File: src/frt_pkg.sv
package frt_pkg;
	localparam int NUM_SLOTS_DEF = 8;
	localparam int MAX_MESSAGE_DEF = 2048;

	typedef enum logic [1:0] {
		OP_FEED = 2'd0,
		OP_RELEASE = 2'd1,
		OP_READ = 2'd2,
		OP_NONE = 2'd3
	} op_t;

	typedef enum logic [1:0] {
		ST_PENDING = 2'd0,
		ST_COMPLETE = 2'd1,
		ST_ERROR = 2'd2,
		ST_READ = 2'd3
	} status_t;

	// classified beat handed from front to back
	typedef struct packed {
		op_t op;
		logic [15:0] class_key;
		logic [31:0] sequence_key;
		logic [15:0] message_len;
		logic [15:0] frag_offset;
		logic [15:0] frag_bytes;
		logic [15:0] byte_pos;
		logic [7:0] data_byte;
		logic last_of_fragment;
		logic [2:0] slot_select;
		logic first;
		logic len_bad;
		logic wr_in_frag;
		logic [16:0] wr_addr;
	} beat_t;
endpackage

File: src/frt_front.sv
module frt_front import frt_pkg::*; (
	input logic clk,
	input logic arst_n,
	input logic start,
	output logic busy,
	input logic [1:0] operation,
	input logic [15:0] class_key,
	input logic [31:0] sequence_key,
	input logic [15:0] message_len,
	input logic [15:0] frag_offset,
	input logic [15:0] frag_bytes,
	input logic [15:0] byte_pos,
	input logic [7:0] data_byte,
	input logic last_of_fragment,
	input logic [2:0] slot_select,
	output logic q_valid,
	output beat_t q_beat,
	input logic q_pop
);
	localparam int DEPTH = 2;

	beat_t fifo_q [DEPTH];
	logic wp_q, rp_q;
	logic [1:0] cnt_q;
	beat_t b;
	logic push;

	always_comb begin
		b.op = op_t'(operation);
		b.class_key = class_key;
		b.sequence_key = sequence_key;
		b.message_len = message_len;
		b.frag_offset = frag_offset;
		b.frag_bytes = frag_bytes;
		b.byte_pos = byte_pos;
		b.data_byte = data_byte;
		b.last_of_fragment = last_of_fragment;
		b.slot_select = slot_select;
		b.first = (byte_pos == 16'd0);
		b.len_bad = ({1'b0, frag_offset} + {1'b0, frag_bytes}) > {1'b0, message_len};
		b.wr_in_frag = byte_pos < frag_bytes;
		b.wr_addr = {1'b0, frag_offset} + {1'b0, byte_pos};
	end

	assign busy = (cnt_q == 2'(DEPTH));
	assign push = start && !busy;
	assign q_valid = (cnt_q != 2'd0);
	assign q_beat = fifo_q[rp_q];

	always_ff @(posedge clk) begin
		if (push) fifo_q[wp_q] <= b;
	end

	always_ff @(posedge clk or negedge arst_n) begin
		if (!arst_n) begin
			wp_q <= 1'b0;
			rp_q <= 1'b0;
			cnt_q <= 2'd0;
		end else begin
			if (push) wp_q <= ~wp_q;
			if (q_pop) rp_q <= ~rp_q;
			cnt_q <= cnt_q + 2'(push) - 2'(q_pop);
		end
	end
endmodule

File: config.mk
export PLATFORM = sky130hd
export DESIGN_NAME = frt_front
export DESIGN_NICKNAME = d
export VERILOG_FILES = /design/src/frt_pkg.sv /design/src/frt_front.sv
export SDC_FILE = /design/constraint.sdc
export NUM_CORES = 1
export LEC_CHECK = 0
export ABC_CLOCK_PERIOD_IN_PS = 8100
export BUFFER_PORTS_ARGS = -buffer_cell sky130_fd_sc_hd__buf_4
export CAP_MARGIN = 20
export CORE_AREA = 2 2 157 159
export CTS_CLUSTER_SIZE = 14
export DETAILED_ROUTE_END_ITERATION = 6
export DIE_AREA = 0 0 159 161
export PLACE_DENSITY_LB_ADDON = 0.12
export SETUP_SLACK_MARGIN = 0.3
export SYNTH_ARGS = -nofsm -noshare
export SYNTH_HDL_FRONTEND = slang
export SYNTH_SLANG_ARGS = --single-unit
File: constraint.sdc
create_clock -name clk -period 8.1 [get_ports clk]
set_input_delay 0 -clock clk [delete_from_list [all_inputs] [get_ports clk]]
set_output_delay 0 -clock clk [all_outputs]
set_load 0.03 [all_outputs]
==> run metrics, run 1 <==
DPL Wire Length=19500 µm; CTS Buf Count=29; CP max FO=4; Worst R2R End=fifo_q[0][39]; RSZ-0062 raised after global routing=no; Hold WC Path Type=input pin to flop; endpoint class of the critical path=flop; Setup TNS Final=0 ns; max-cap check violation count=0; Final Setup Violations=0; die area=0.0256 mm²; Worst EP arrival=3.63 ns; Seq/Total Area, Yosys=68.0%; Fillers=1584; Post-synth EDFFs=292; area of the multi-input gates=slightly below 0.004 mm²; GRT Overall Usage=23.1%; Worst path depth=17; final hold vios=0; syn_nets=1003; final slew viol count=0; Starting Density=between 50 and 60%; initial antenna violation count=0; P&R area growth vs syn=36.1%; setup slack, reg-to-reg=5.55 ns; first-pass GRT wire length=46900 µm; asr flop ratio synth=1.35%; Slew HR=31.0%; critical path buffer and inverter count=3; antenna cells=0; largest net degree at the start of global routing=116; Tmin final=~3.4 ns; Reg area=0.00887 mm²; PwrDens=between 300 and 400 mW/mm²; H-tree lvl count=1; Worst R2R Path Depth=4; Routed WL=around 30000 µm; Nets=between 1000 and 1500; syn_area_per_cell=16.2 µm²; Reg clk slew, reported paths=0.06 ns; antenna-violating nets left=0; crit path to=fifo_q[0][18]; status=finished clean; row cnt=57; CTS Sinks=between 200 and 300; via count of the first global-routing pass=roughly 8600; crit-path cells=dlygate4sd3_1, buf_4, ha_1, inv_1, fa_1, nor2b_1, o2111ai_1, a31oi_1, o31a_2, o31ai_2, xnor2_1, ha_1, a21o_1, a21oi_1, nand3b_1, o31ai_1, o311ai_0; ys flop type=edfxtp_1; yosys synthesis warning count=0; Final Cycle Share=between 40% and 50%; GPL Wtd Cong=0.822; Worst Path Required=about 8.4 ns; DRC=0; vias=8301; drt first pass iters=4; cells after synthesis=about 810; VDD IR-drop max=0.000294 V; critical path's slowest cell=dlygate4sd3_1; Critical Path Most Common Cell=ha_1; critical register-to-register path startpoint=cnt_q[1]; FMAX=0.296 GHz; mapped cell area=0.0130 mm²; post-synth cell types=50; WL per Instance=18.9 µm; worst skew pair latency=0.55 ns; pin slew with the least headroom to its limit=1.03 ns; Worst Skew=0.00803 ns; post-synthesis register bit count=roughly 300; layout cells sized above 1=38.4%; IO Port Bufs=between 200 and 300; vias per inst=5.26; CP Launch Point=frag_bytes[0]; Core Util, Final=74.0%; Top delay family on crit path=compound AO/OA/AOI/OAI gates; 1st-iter DRT viols=about 590; Worst Hold Depth=2; CORE AREA=0.0240 mm²; clock buffer depth=3; Max stage delay on crit path=0.57 ns; leakage power=6.95 nW; Die W=159 µm; GRT overflow=0; # IOs=278; clk root buf=clkbuf_16; type of origin of the critical path=input pin; CP Class=input pin to flop; Die Y=approximately 160 µm; CTS tree=built
## where the power goes
part / internal [W] / switching (W)
sequential: 0.00211 / 0.000119
clock: 0.000756 / 0.000553
combinational: 0.000950 / 0.00143
total: 0.00382 / 0.00210
## through the flow
step	hold WS, ns	std cells	area (µm²)	setup WS, ns	total power, W
2_1_floorplan	-0.296	806	13000	0.797	0.00382
3_3_place_gp	-0.198	1393	15500	4.92	0.00456
3_5_place_dp	-0.199	1393	15500	4.82	0.00459
4_1_cts	0.152	1577	17700	4.79	0.00596
5_1_grt	0.165	1577	17700	4.51	0.00617
6_report	0.180	1577	17700	4.72	0.00592
## cells by family after synthesis
logic type                 synth area share, %
muxes                                     12.7
and+or+nand+nor                           4.23
adders and majority gates                 6.54
DFF                                       68.0
AOI/OAI and AO/OA                         4.85
xor gates and xnor gates                  1.75
buffers and inverters                     1.93
## layout make-up
class | count | area share (%)
clock buffers | 37 | 4.26
clock inverters | 17 | 0.945
inverters | 48 | 1.02
multi-input cells | 443 | 22.2
flip-flops and latches | 296 | 50.0
well taps | 324 | 2.28
repair buffers | 412 | 19.3
## worst min-delay path by stage
| stage | start | end | slack (ns) |
|---|---|---|---|
| finish | sequence_key[21] | fifo_q[0][117] | 0.18 |
| global route | sequence_key[21] | fifo_q[0][117] | 0.17 |
| CTS | sequence_key[5] | fifo_q[0][101] | 0.15 |
| detailed placement | arst_n | wp_q | -0.20 |
| global placement | arst_n | wp_q | -0.20 |
| floorplan | arst_n | cnt_q[0] | -0.30 |
## layout by cell type (no fill, tap or decap), drive strengths merged, types with 3 or more instances in the layout
cell type	n
buf	282
nand2	20
a21oi	33
nor2b	6
xnor2	21
a31oi	5
o21bai	3
nor4	6
ha	65
o21ai	19
inv	49
bufinv	3
nand4	9
o211ai	3
a211oi	4
nand3b	3
a21o	12
clkbuf	37
xor2	5
nand2b	7
nor2	26
edfxtp	292
clkinv	13
mux2	146
nand3	9
nor3	4
dlygate4sd3	130
dfrtp	4
and3	5
o21a	5
## synth_stat cells, types with 3 or more instances
| cell | count | area, µm² |
|---|---|---|
| nor2_1 | 26 | 97.6 |
| a31oi_1 | 5 | 31.3 |
| nand4_1 | 9 | 56.3 |
| edfxtp_1 | 292 | 8770 |
| dfrtp_1 | 4 | 100 |
| xor2_1 | 5 | 43.8 |
| mux2_2 | 146 | 1640 |
| nor4_1 | 6 | 37.5 |
| ha_1 | 65 | 813 |
| o21ai_0 | 16 | 80.1 |
| a21o_1 | 11 | 82.6 |
| nand3b_1 | 3 | 22.5 |
| inv_1 | 48 | 180 |
| nor3_1 | 4 | 20.0 |
| clkbuf_1 | 19 | 71.3 |
| o21a_1 | 5 | 37.5 |
| o21bai_1 | 3 | 22.5 |
| nand2_1 | 20 | 75.1 |
| a21oi_1 | 32 | 160 |
| xnor2_1 | 21 | 184 |
| o211ai_1 | 3 | 22.5 |
| and3_1 | 5 | 31.3 |
| nand3_1 | 9 | 45.0 |
| nor2b_1 | 6 | 37.5 |
| nand2b_1 | 7 | 43.8 |
## what timing repair did
action | 4_1_cts | 5_1_grt
gates resized for setup | 0 | 0
hold buffers | 130 | 0
buffers inserted | 0 | 0
endpoints found under the hold margin | 266 | 0
## metal layers
metal	track usage [%]	vias to the layer above	routed length (µm)
met3	4.67	39	1850
met4	4.75	0	516
met5	0	-	0
met1	30.2	4054	12400
met2	40.4	252	15100
li1	-	3956	-
## state kept, by name, summed over array words and instances, names as in the netlist
name,count
cnt_q,2
fifo_q,292
wp_q,1
rp_q,1
No activity file was read; power rests on OpenSTA's default activity.
==> run 2, diff against run 1 <==
--- a/config.mk
+++ b/config.mk
@@ -5,13 +5,13 @@
 export SDC_FILE = /design/constraint.sdc
 export NUM_CORES = 1
 export LEC_CHECK = 0
-export ABC_CLOCK_PERIOD_IN_PS = 8100
+export ABC_CLOCK_PERIOD_IN_PS = 3000
 export BUFFER_PORTS_ARGS = -buffer_cell sky130_fd_sc_hd__buf_4
 export CAP_MARGIN = 20
-export CORE_AREA = 2 2 157 159
+export CORE_AREA = 2 2 167 169
 export CTS_CLUSTER_SIZE = 14
 export DETAILED_ROUTE_END_ITERATION = 6
-export DIE_AREA = 0 0 159 161
+export DIE_AREA = 0 0 169 171
 export PLACE_DENSITY_LB_ADDON = 0.12
 export SETUP_SLACK_MARGIN = 0.3
 export SYNTH_ARGS = -nofsm -noshare
==> constraint.sdc (replaced) <==
create_clock -name clk -period 3 [get_ports clk]
set_input_delay 0 -clock clk [delete_from_list [all_inputs] [get_ports clk]]
set_output_delay 0 -clock clk [all_outputs]
set_load 0.03 [all_outputs]
==> run 2 against run 1 <==
  * Sequential share of layout area shrank 0.92 points
  * Combinational power grew to 2.8 times the previous value
  * Global-route usage shrank 2.8 points
  * Count of clock-buffer cells in the layout grew 3
  * Critical path type unchanged
==> run metrics, run 2 (synthesized netlist as in run 1, its figures left out) <==
clock buffer depth=3 (unchanged); Largest regs=fifo_q x292, cnt_q x2; type of origin of the critical path=input pin; max-cap check violation count=0 (unchanged); CP Class=input pin to flop; WL per Instance=18.8 µm (-0.47%); H-tree lvl count=1 (unchanged); CTS tree=built; VDD IR-drop max=0.000657 V (+120%); Max stage delay on crit path=0.53 ns (-0.04 ns); 1st-iter DRT viols=365 (-38%); FMAX=0.395 GHz; row cnt=61 (+7.0%); Starting Density=47.7% (-6.7 points); fin area=0.0181 mm² (+1.9%); GPL Wtd Cong=0.809 (-1.6%); Routed WL=30500 µm (+2.1%); Hold Slack=0.0469 ns (-0.133 ns); placed instance area=0.0157 mm² (+1.3%); dpl ws=-0.173 ns (-4.99 ns); antenna-violating nets left=0 (unchanged); CTS Buf Count=30 (+3.4%); GRT busiest layer=met2; Die W=169 µm (+6.3%); Fillers=2034 (+28%); IO Port Bufs=277 (unchanged); endpoint class of the critical path=flop; largest net degree at the start of global routing=109 (-6.0%); Die Y=171 µm (+6.2%); CORE AREA=0.0273 mm² (+14%); max reg flops=292 (unchanged); GRT overflow=0 (unchanged); Top delay family on crit path=simple AND/OR/NAND/NOR gates; Final Cycle Share=84.4%; # IOs=278 (unchanged); GRT Overall Usage=20.3% (-2.8 points); layout cells sized above 1=40.6% (+2.2 points); crit-path cells=dlygate4sd3_1, buf_4, ha_1, o21ai_0, a31oi_1, buf_4, or4b_1, nand4_1, ha_1, nand3_1, nor2_1, and4_1, a21oi_1, o31ai_2, o311ai_2; setup slack, reg-to-reg=1.16 ns (-4.39 ns); Setup TNS Final=0 ns (unchanged); DRC=0 (unchanged); met1 usage=25.8% (-4.4 points); initial antenna violation count=0 (unchanged); final slew viol count=0 (unchanged); final hold vios=0 (unchanged); Tmin final=approximately 2.5 ns; critical path buffer and inverter count=3 (unchanged); CTS Sinks=296 (unchanged); commonest non-fill, non-tap cells in the layout=293 x buf_4, 292 x edfxtp_1, 146 x mux2_2, 130 x dlygate4sd3_1, 61 x ha_1; vias per inst=5.17 (-1.8%); P&R area growth vs syn=38.6%; Worst Skew=0.00753 ns (-0.000493 ns); first-pass GRT wire length=45600 µm (-2.8%); Nets=1444 (+1.2%); Final Setup Violations=0 (unchanged); PwrDens=896 mW/mm² (+170%); # Post-CTS Setup Buffers=0 (unchanged); DPL Wire Length=20300 µm (+4.3%); met3 Use GR=4.65% (-0.024 points); worst skew pair latency=0.55 ns (about the same); RSZ-0062 raised after global routing=no; vias=8355 (+0.65%); CP max FO=5 (+1); Reg with most FFs=fifo_q; die area=0.0289 mm² (+13%); status=finished clean; Worst EP arrival=2.88 ns (-0.75 ns); Final Worst Setup Slack=0.467 ns (-4.25 ns); Reg clk slew, reported paths=0.06 ns (about the same); Hold WC Path Type=input pin to flop; Worst Path Required=3.35 ns (-5.00 ns); antenna cells=0 (unchanged); GR Util met2=35.3% (-5.1 points); critical path's slowest cell=dlygate4sd3_1; clk root buf=clkbuf_16; pin slew with the least headroom to its limit=0.704 ns (-0.328 ns); drt first pass iters=5 (+1); most common cell after layout, fill and taps aside=buf_4; via count of the first global-routing pass=8459 (-2.0%); Slew HR=53.1% (+22 points); leakage power=7.06 nW (+1.5%)
## run 2: cell count changes in the layout (fill, tap and decap cells not counted), sizes merged
cell	change
clkinv	-1
clkbuf	+3
buf	+16
inv	-1
clkinvlp	+1
## run 2: cell type report
type                       instances  area (µm²)  share of cell area (%)
tap                              346         433                    2.39
sequential                       296        8870                    49.1
multi-input combinational        443        4040                    22.3
clock buffer                      40         788                    4.36
inverter                          48         180                   0.997
timing repair buffer             428        3600                    19.9
clock inverter                    16         163                   0.900
## run 2: where the power goes
group / switching (W) / total, W / internal, W / leakage, nW
clock: 0.00150 / 0.00359 / 0.00210 / 0.462
combinational: 0.00394 / 0.00663 / 0.00269 / 3.84
sequential: 0.000288 / 0.00598 / 0.00569 / 2.76
total: 0.00572 / 0.0162 / 0.0105 / 7.06
## run 2: layer usage
layer / up-vias / routed length (µm) / part of all wire [%]
li1: 3989 / - / -
met1: 4073 / 12700 / 42
met2: 246 / 15200 / 50
met3: 47 / 1960 / 6.4
met4: 0 / 667 / 2.2
met5: - / 0 / 0
## run 2: final timing paths
kind / start / to / depth (start not counted)
worst min register to register: cnt_q[1] / cnt_q[1] / 1
min in group asynchronous: arst_n / rp_q / 3
worst max register to register: cnt_q[1] / fifo_q[1][78] / 3
worst min-delay path: frag_offset[9] / fifo_q[1][9] / 3
worst max-delay path: frag_offset[11] / fifo_q[1][18] / 15
max in group asynchronous: arst_n / rp_q / 3
## run 2: per-stage QoR
stage	total power, W	utilization [%]	std cells
3_5_place_dp	0.0126	57.6	1431
3_3_place_gp	0.0125	57.6	1431
5_1_grt	0.0169	66.2	1617
4_1_cts	0.0163	65.8	1617
6_report	0.0162	66.2	1617
2_1_floorplan	0.0102	-	806
## run 2: worst min-delay path, delay by kind of cell
kind | cells | cell delay, ns
buf+inv | 1 | 0.11
fa+ha+maj | 1 | 0.21
xor+xnor | 1 | 0.16
## run 2: repair_timing
item	in CTS	in global routing
hold endpoints to repair	272	0
hold buffers	130	0
resized for setup	0	18
setup endpoints to repair	0	2
==> run 3, diff against run 2 <==
--- a/config.mk
+++ b/config.mk
@@ -5,13 +5,13 @@
 export SDC_FILE = /design/constraint.sdc
 export NUM_CORES = 1
 export LEC_CHECK = 0
-export ABC_CLOCK_PERIOD_IN_PS = 3000
+export ABC_CLOCK_PERIOD_IN_PS = 2370
 export BUFFER_PORTS_ARGS = -buffer_cell sky130_fd_sc_hd__buf_4
 export CAP_MARGIN = 20
-export CORE_AREA = 2 2 167 169
+export CORE_AREA = 2 2 157 159
 export CTS_CLUSTER_SIZE = 14
 export DETAILED_ROUTE_END_ITERATION = 6
-export DIE_AREA = 0 0 169 171
+export DIE_AREA = 0 0 159 161
 export PLACE_DENSITY_LB_ADDON = 0.12
 export SETUP_SLACK_MARGIN = 0.3
 export SYNTH_ARGS = -nofsm -noshare
==> constraint.sdc (replaced) <==
create_clock -name clk -period 2.37 [get_ports clk]
set_input_delay 0 -clock clk [delete_from_list [all_inputs] [get_ports clk]]
set_output_delay 0 -clock clk [all_outputs]
set_load 0.03 [all_outputs]
==> run 3 against run 2 <==
  * Clock skew is essentially flat
  * Die area down 11%
  * Worst setup slack worse by 0.46 ns
  * Sequential share of layout area down 1.7 points
  * Count of clock-buffer cells in the layout up 1
  * Combinational power increased by 35%
  * Critical endpoint is now fifo_q[0][18]
  * Largest cell class unchanged
==> run metrics, run 3 (synthesized netlist as in run 1, its figures left out) <==
status=finished clean; Net Sw Power=0.00744 W (+30%); CTS Buf Count=29 (-3.3%); Routed WL=32700 µm (+7.3%); via count of the first global-routing pass=9239 (+9.2%); Setup TNS Final=0 ns (unchanged); drt first pass iters=5 (unchanged); Clk pwr share=21.0% (-1.2 points); GRT Overall Usage=25.0% (+4.8 points); layout cells sized above 1=43.8% (+3.2 points); IO Port Bufs=277 (unchanged); initial antenna violation count=0 (unchanged); GRT overflow=0 (unchanged); HP Start=frag_offset[14]; area of the multi-input gates=0.00414 mm² (+2.4%); antenna-violating nets left=0 (unchanged); vias=8728 (+4.5%); most common cell after layout, fill and taps aside=buf_4; endpoint class of the critical path=flop; first-pass GRT wire length=50300 µm (+10%); Die Y=161 µm (-5.8%); clock buffer depth=3 (unchanged); Final Cycle Share=99.6%; 1st-iter DRT viols=443 (+21%); Worst EP arrival=2.64 ns (-0.24 ns); clk root buf=clkbuf_16; max reg flops=292 (unchanged); combinational power share=42.9% (+2.0 points); CORE AREA=0.0240 mm² (-12%); commonest non-fill, non-tap cells in the layout=346 x buf_4, 292 x edfxtp_1, 146 x mux2_2, 136 x dlygate4sd3_1, 58 x ha_1; Reg area=0.00887 mm² (unchanged); largest net degree at the start of global routing=54 (-50%); Starting Density=54.4% (+6.7 points); row cnt=57 (-6.6%); RSZ-0062 raised after global routing=yes; critical register-to-register path startpoint=cnt_q[0]; H-tree lvl count=1 (unchanged); Int Pwr=0.0134 W (+28%); die area=0.0256 mm² (-11%); Die W=159 µm (-5.9%); CTS tree=built; Largest regs=fifo_q x292, cnt_q x2; CP max FO=2 (-3); WL per Instance=19.7 µm (+4.5%); Worst Skew=0.00718 ns (-0.000355 ns); Final Setup Violations=0 (unchanged); P&R area growth vs syn=43.7%; Tmin final=2.36 ns; Hold WC Path Type=input pin to flop; type of origin of the critical path=input pin; FMAX=0.424 GHz; Nets=1512 (+4.7%); final hold vios=0 (unchanged); CP Launch Point=frag_offset[0]; CP Class=input pin to flop; Reg power frac=36.1% (-0.8 points); DRC=0 (unchanged); GPL Wtd Cong=0.822 (+1.5%); VDD IR-drop max=0.000799 V (+22%); antenna cells=0 (unchanged); Worst Path Required=2.65 ns (-0.70 ns); vias per inst=5.25 (+1.7%); leakage power=7.42 nW (+5.1%); Reg clk slew, reported paths=0.06 ns (about the same); final slew viol count=0 (unchanged); # IOs=278 (unchanged); Reg with most FFs=fifo_q; Fillers=1420 (-30%); DPL Wire Length=21100 µm (+3.7%); switching share of power=35.7% (+0.38 points); max-cap check violation count=0 (unchanged); pin slew with the least headroom to its limit=0.490 ns (-0.214 ns); Hold Slack=0.0307 ns (-0.0162 ns); PwrDens=1110 mW/mm² (+24%); CTS Sinks=296 (unchanged); Slew HR=67.0% (+14 points); worst skew pair latency=0.56 ns (about the same)
## run 3: cell count changes in the layout (fill, tap and decap cells not counted), moves of 3 or more
cell           delta
buf_12            +6
buf_4            +53
clkbuf_8          +4
o21ai_0           -5
ha_1              -3
dlygate4sd3_1     +6
o21ai_1           +3
ha_4              +3
buf_8             +3
## run 3: power by group through the flow
stage                     registers [W]  logic, W  clock network, W
after floorplan                 0.00755   0.00536                 0
after global placement          0.00761   0.00842                 0
after detailed placement        0.00768   0.00847                 0
after CTS                       0.00750   0.00887           0.00445
after global routing            0.00761   0.00940           0.00463
final                           0.00751   0.00894           0.00438
## run 3: cell type report
| type | count | area share (%) |
|---|---|---|
| Clock inverter | 12 | 0.494 |
| Inverter | 48 | 0.962 |
| Clock buffer | 41 | 4.33 |
| Timing Repair Buffer | 497 | 22.6 |
| Tap cell | 324 | 2.16 |
| Multi-Input combinational cell | 443 | 22.1 |
| Sequential cell | 296 | 47.4 |
## run 3: final timing paths
| check | slack (ns) | endpoint | cells past startpoint |
|---|---|---|---|
| max | 0.01 | fifo_q[0][18] | 16 |
| max in group asynchronous | 1.83 | rp_q | 3 |
| min in group asynchronous | 0.35 | rp_q | 3 |
| max reg2reg | 0.67 | fifo_q[0][116] | 4 |
| min | 0.03 | fifo_q[1][16] | 4 |
| min reg2reg | 0.50 | cnt_q[1] | 1 |
## run 3: metal layers
metal	global-route usage, %	vias up	part of all wire, %
li1	-	4124	-
met1	30.0	4268	38
met2	45.9	290	52
met3	5.83	46	7.0
met4	6.28	0	2.1
met5	0	-	0
## run 3: repair_timing
action,CTS,global route
endpoints found under the setup margin,121,16
hold endpoints to repair,267,2
buffers inserted,4,2
pin swaps,3,16
resized for setup,8,28
hold buffers,135,2
## run 3: worst max-delay path: stages
cell and delay [ns]:
buf_8 0.10, ha_4 0.17, inv_2 0.05, fa_2 0.22
nor2b_4 0.06, o2111ai_4 0.21, a31oi_4 0.13, o31a_4 0.31
o31ai_4 0.18, xnor2_1 0.15, ha_1 0.27, a21o_1 0.17
a21oi_2 0.14, nand3b_1 0.10, o31ai_2 0.21, o311ai_2 0.16
## run 3: through the flow
stage	utilization [%]	cell area (µm²)	cells	setup WS [ns]	total power, W
4_1_cts	77.5	18600	1658	0.00860	0.0208
6_report	78.2	18700	1661	0.0106	0.0208
5_1_grt	78.2	18700	1661	-0.145	0.0216
2_1_floorplan	-	13100	806	-0.811	0.0129
3_3_place_gp	67.8	16200	1466	-0.549	0.0160
3_5_place_dp	67.8	16200	1466	-0.660	0.0162
